## src/bfhs_skid.sv

```systemverilog
// Result register with one skid entry so an item is taken while a result waits.
module bfhs_skid #(
  parameter int WIDTH = 8
) (
  input  logic             clk,
  input  logic             rst_n,
  input  logic             wr_en,
  input  logic [WIDTH-1:0] wr_data,
  output logic             full,
  output logic             out_valid,
  input  logic             out_stall,
  output logic [WIDTH-1:0] out_data
);

  logic             out_valid_r;
  logic             out_valid_nxt;
  logic [WIDTH-1:0] out_data_r;
  logic             skid_valid_r;
  logic             skid_valid_nxt;
  logic [WIDTH-1:0] skid_data_r;
  logic             take;
  logic             load_out;
  logic             load_skid;
  logic             move_skid;

  assign take = out_valid_r && !out_stall;

  // steer a new result into the output register or the skid entry
  always_comb begin
    load_out       = 1'b0;
    load_skid      = 1'b0;
    move_skid      = 1'b0;
    out_valid_nxt  = out_valid_r;
    skid_valid_nxt = skid_valid_r;
    if (skid_valid_r) begin
      if (take) begin
        move_skid      = 1'b1;
        skid_valid_nxt = 1'b0;
      end
    end else if (wr_en) begin
      if (!out_valid_r || take) begin
        load_out      = 1'b1;
        out_valid_nxt = 1'b1;
      end else begin
        load_skid      = 1'b1;
        skid_valid_nxt = 1'b1;
      end
    end else if (take) begin
      out_valid_nxt = 1'b0;
    end
  end

  always_ff @(posedge clk) begin
    if (!rst_n) begin
      out_valid_r  <= 1'b0;
      skid_valid_r <= 1'b0;
    end else begin
      out_valid_r  <= out_valid_nxt;
      skid_valid_r <= skid_valid_nxt;
    end
  end

  // payload
  always_ff @(posedge clk) begin
    if (move_skid) begin
      out_data_r <= skid_data_r;
    end else if (load_out) begin
      out_data_r <= wr_data;
    end
    if (load_skid) begin
      skid_data_r <= wr_data;
    end
  end

  assign full      = skid_valid_r;
  assign out_valid = out_valid_r;
  assign out_data  = out_data_r;

endmodule

```

## config.mk

```make
export PLATFORM = sky130hd
export DESIGN_NAME = bfhs_skid
export DESIGN_NICKNAME = d
export VERILOG_FILES = /design/src/bfhs_skid.sv
export SDC_FILE = /design/constraint.sdc
export NUM_CORES = 1
export LEC_CHECK = 0
export ABC_AREA = 0
export BUFFER_PORTS_ARGS = -buffer_cell sky130_fd_sc_hd__buf_2
export CORE_MARGIN = 2
export CORE_UTILIZATION = 33
export DETAILED_ROUTE_END_ITERATION = 16
export PLACE_DENSITY_LB_ADDON = 0.3
export SYNTH_ARGS = -nofsm -noshare
export SYNTH_HDL_FRONTEND = slang
export SYNTH_SLANG_ARGS = --single-unit
```

## constraint.sdc

```tcl
create_clock -name clk -period 1.7 [get_ports clk]
set_input_delay 0.17 -clock clk [delete_from_list [all_inputs] [get_ports clk]]
set_output_delay 0.17 -clock clk [all_outputs]
set_load 0.05 [all_outputs]
```

==> impl_metrics.json, run 1 <==
{
  "fmax_mhz": 805,
  "crit_path_top_delay_cell": "dfxtp_1",
  "antenna_cells": 0,
  "nets": 78,
  "drt_pass1_iterations": 2,
  "cts_max_level": 1,
  "core_area_um2": 1960,
  "synth.top_cell.area_share_pct": 70.1,
  "drive_above_1_share_pct": 53.8,
  "power_per_cell_area_nw_per_um2": 983,
  "period_needed_ps": 1240,
  "rows": 16,
  "critPathArrivalTime_ps": 1070,
  "setup_ws_ps": 458,
  "synth.most_common_cell": "edfxtp_1",
  "critPathBufInv": 1,
  "hold_path_depth": 1,
  "peakVddDrop_mv": 0.357,
  "ys_ff_latch": 18,
  "async_flop_share_pct": 0,
  "syn_area_per_cell_um2": 18.0,
  "r2r-end": "out_data[1]",
  "tritoncts": "built",
  "endpoint_kind": "output port",
  "syn2layout_area_growth_pct": 26.3,
  "hold_buffers": 0,
  "synth_area_leaders": "edfxtp_1 70%, mux2_2 13%, dfxtp_1 5.8%, nand3b_4 2.9%, a21oi_1 1.5%",
  "cts_root_buf": "clkbuf_4",
  "grt_pass1_wl_um": 1800,
  "fill_cells": 190,
  "path_clk_slew_ps": 90,
  "synth_cell_types": 13,
  "critPathKind": "flop to output port",
  "hold_start": "wr_data[7]",
  "worst-path-stages": 1,
  "final_max_slew_viol_count": 0,
  "cts_resized": 0,
  "syn_nets": 50,
  "reg2reg_from": "full",
  "rrSetupSlack_ps": 500,
  "initial_utilization_pct": 34.9,
  "relSlewSlack_pct": 83.1,
  "cpLargestDelayFamily": "flip-flops",
  "ys_warn_count": 0,
  "post-place-ws_ps": 501,
  "hold_path_end": "skid_data_r[7]",
  "clockBufferDepth": 2,
  "viasPerCell": 4.35,
  "synthFlopType": "edfxtp_1",
  "rsz0062_at_grt": "false",
  "r2r_cells": 3,
  "crit_path_max_fanout": 7,
  "drt-total-wl_um": 1070,
  "path_cells": "buf_2",
  "grt_pass1_vias": 425,
  "critPathMaxStageDelay_ps": 470,
  "clock-sinks": 18,
  "vias": 400,
  "hp-class": "primary input to flop",
  "antenna_found_initial": 0,
  "postSynthCellCount": 38,
  "gr-usage-all-layers_pct": 9.91,
  "start_kind": "flop",
  "die_w_um": 49.6,
  "postCtsSetupBuffers": 0,
  "p_leak_nw": 0.359,
  "synth_edf_count": 16,
  "required_ps": 1530,
  "drtAntennaViolNets": 0,
  "numCtsBuffers": 3,
  "io_buffers": 21,
  "yosysSeqAreaShare_pct": 75.9,
  "grt_max_degree": 11,
  "synthTopCellsByCount": "16 x edfxtp_1, 8 x mux2_2, 2 x a21oi_1, 2 x dfxtp_1, 2 x nand2_1",
  "fp.dieH_um": 49.6,
  "dieArea_um2": 2460,
  "io_pins": 22,
  "synth_top_area_cell": "edfxtp_1",
  "gp_congestion": 0.805,
  "first_iter_violations": 5,
  "drc": 0,
  "clock_skew_ps": 1.39,
  "drv_cap": 0,
  "status": "complete, no violations",
  "hold_viol_final": 0,
  "clkLatencyLatePin_ps": 280,
  "gr-total-overflow": 0,
  "setup_violations": 0,
  "setup-tns-final_ps": 0,
  "tightest_slew_ps": 254,
  "finalCritPeriodShare_pct": 73.1,
  "wl_per_cell_um": 11.6,
  "syn_area_um2": 686
}
-- cells in the final DEF, fill, tap and decap left out --
cell type / count
clkbuf_4: 3
mux2_2: 8
nand3b_4: 1
nand2_1: 2
nor3_1: 1
nor2_1: 1
nor2b_1: 1
edfxtp_1: 16
buf_2: 21
a21boi_1: 1
o21ai_0: 1
a21oi_1: 2
inv_1: 1
buf_4: 2
nand2b_1: 1
dfxtp_1: 2
clkinv_1: 1
-- where the power goes --
group	total (mW)	switching, mW	internal [mW]
sequential	0.517	0.00969	0.507
combinational	0.130	0.0913	0.0386
clock	0.205	0.120	0.0851
-- area by class of cell --
cell class | instances | area, µm² | area share, %
well taps | 27 | 33.8 | 3.90
inverters | 1 | 3.75 | 0.434
repair buffers | 23 | 120 | 13.9
flip-flops and latches | 18 | 520 | 60.1
clock inverters | 1 | 3.75 | 0.434
multi-input cells | 19 | 161 | 18.6
clock buffers | 3 | 22.5 | 2.60
-- flip-flops by register name (all words and copies together) (netlist names) --
register and cells:
full 1, out_valid 1, skid_data_r 8, out_data 8
-- cell families after synthesis --
logic type | after synthesis | synth area share (%)
mux | 8 | 13.1
flops | 18 | 75.9
buf+inv | 1 | 0.547
simple gates | 7 | 7.12
compound gates | 4 | 3.28
-- worst max path at each step --
stage	start	slack, ps	endpoint
2_1_floorplan	out_valid	50	out_data[0]
3_3_place_gp	full	520	out_data[6]
3_5_place_dp	full	500	out_data[7]
4_1_cts	out_valid	440	out_valid
5_1_grt	out_valid	390	out_valid
6_report	out_valid	460	out_valid
-- per-layer routing --
| layer | vias up | wire length (µm) | global-route usage, % |
|---|---|---|---|
| li1 | 198 | - | - |
| met1 | 191 | 475 | 11.7 |
| met5 | - | 0 | 0 |
| met3 | 2 | 40 | 2.73 |
| met2 | 9 | 549 | 16.2 |
| met4 | 0 | 6 | 5.56 |
-- metrics by stage --
stage / util [%] / total power [mW] / cell area, µm² / hold WS [ps] / instances
2_1_floorplan: - / 0.616 / 686 / 269 / 38
3_3_place_gp: 42.8 / 0.656 / 840 / 365 / 88
5_1_grt: 44.1 / 0.892 / 866 / 59.0 / 92
6_report: 44.1 / 0.851 / 866 / 72.0 / 92
4_1_cts: 44.1 / 0.865 / 866 / 61.2 / 92
3_5_place_dp: 42.8 / 0.658 / 840 / 364 / 88
No activity file was read; power rests on OpenSTA's default activity.
==> run 2: changes to the inputs <==
==> constraint.sdc (replaced) <==
create_clock -name clk -period 1.27 [get_ports clk]
set_input_delay 0.127 -clock clk [delete_from_list [all_inputs] [get_ports clk]]
set_output_delay 0.127 -clock clk [all_outputs]
set_load 0.05 [all_outputs]
==> impl_metrics.json, run 2 (synthesis results as in run 1) <==
{
  "status": "complete, no violations",
  "drive_above_1_share_pct": 63.1,
  "vias": 419,
  "initial_utilization_pct": 34.9,
  "relSlewSlack_pct": 81.2,
  "clockBufferDepth": 2,
  "tritoncts": "built",
  "crit_path_max_fanout": 8,
  "antenna_cells": 0,
  "dp_hpwl_um": 817,
  "final_cell_mix": "21 x buf_2, 16 x edfxtp_1, 8 x mux2_2, 3 x clkbuf_4",
  "tightest_slew_ps": 282,
  "core_area_um2": 1960,
  "fmax_mhz": 840,
  "hp-class": "primary input to flop",
  "path_clk_slew_ps": 100,
  "required_ps": 1240,
  "placed_area_um2": 858,
  "wl_per_cell_um": 11.9,
  "syn2layout_area_growth_pct": 30.8,
  "clock_skew_ps": 2.60,
  "postCtsSetupBuffers": 0,
  "rsz0062_at_grt": "false",
  "dieArea_um2": 2460,
  "gp_congestion": 0.796,
  "first_iter_violations": 2,
  "grt_pass1_wl_um": 1750,
  "drv_cap": 0,
  "io_pins": 22,
  "setup_violations": 0,
  "gr-usage-all-layers_pct": 9.90,
  "power_per_cell_area_nw_per_um2": 1350,
  "fp.dieH_um": 49.6,
  "stdcell_count": 92,
  "period_needed_ps": 1190,
  "holdWs_ps": 23.2,
  "drt-total-wl_um": 1100,
  "place_inst": 88,
  "drc": 0,
  "final_area_um2": 897,
  "grt_pass1_vias": 389,
  "drtAntennaViolNets": 0,
  "numCtsBuffers": 3,
  "critPathKind": "flop to flop",
  "rows": 16,
  "drt_pass1_iterations": 3,
  "gr-total-overflow": 0,
  "start_kind": "flop",
  "p_leak_nw": 0.375,
  "total_power_mw": 1.21,
  "hold_viol_final": 0,
  "cts_max_level": 1,
  "final_util_pct": 45.7,
  "final_max_slew_viol_count": 0,
  "io_buffers": 21,
  "cts_root_buf": "clkbuf_4",
  "clock-sinks": 18,
  "final_common_cell": "buf_2",
  "rrSetupSlack_ps": 80,
  "die_w_um": 49.6,
  "antenna_found_initial": 0,
  "viasPerCell": 4.55,
  "endpoint_kind": "flop",
  "finalCritPeriodShare_pct": 93.7,
  "critPathArrivalTime_ps": 1160,
  "grt_max_degree": 11,
  "nets": 78,
  "peakVddDrop_mv": 0.610,
  "clkLatencyLatePin_ps": 280
}
[run 2: path summary, 6_finish.rpt]
check              from        endpoint  depth (start not counted)
max                full     out_data[7]                          2
max reg2reg        full     out_data[7]                          2
min          wr_data[6]  skid_data_r[6]                          1
min reg2reg   out_valid       out_valid                          2
[run 2: cell type report]
cell class,count,area (µm²)
inverters,1,3.75
repair buffers,23,120
clock buffers,4,36.3
well taps,27,33.8
flip-flops and latches,18,526
fillers,190,1060
multi-input cells,19,178
[run 2: worst max-delay path, stage by stage, from the launching register on]
cell,delay [ps]
dfxtp_2,360
nand2b_2,230
a21boi_4,290
[run 2: through the flow]
step	TNS, ps	setup WS (ps)
2_1_floorplan	-94.7	-11.8
3_5_place_dp	0	54.6
5_1_grt	0	16.0
4_1_cts	0	40.3
3_3_place_gp	0	72.3
6_report	0	79.9
[run 2: routing by layer]
layer	GRT usage [%]	routed length, µm	vias up
li1	-	-	200
met2	16.0	530	12
met5	0	0	-
met3	3.03	54	4
met4	6.94	30	0
met1	11.0	481	203
[run 2: repair_timing]
item | CTS | global route
hold buffers | 0 | 0
setup endpoints to repair | 0 | 8
gates resized for setup | 0 | 1
[run 2: where the power goes]
part / switching, mW / internal [mW] / total, mW
sequential: 0.0137 / 0.679 / 0.693
clock: 0.166 / 0.174 / 0.340
combinational: 0.123 / 0.0533 / 0.176
total: 0.303 / 0.907 / 1.21
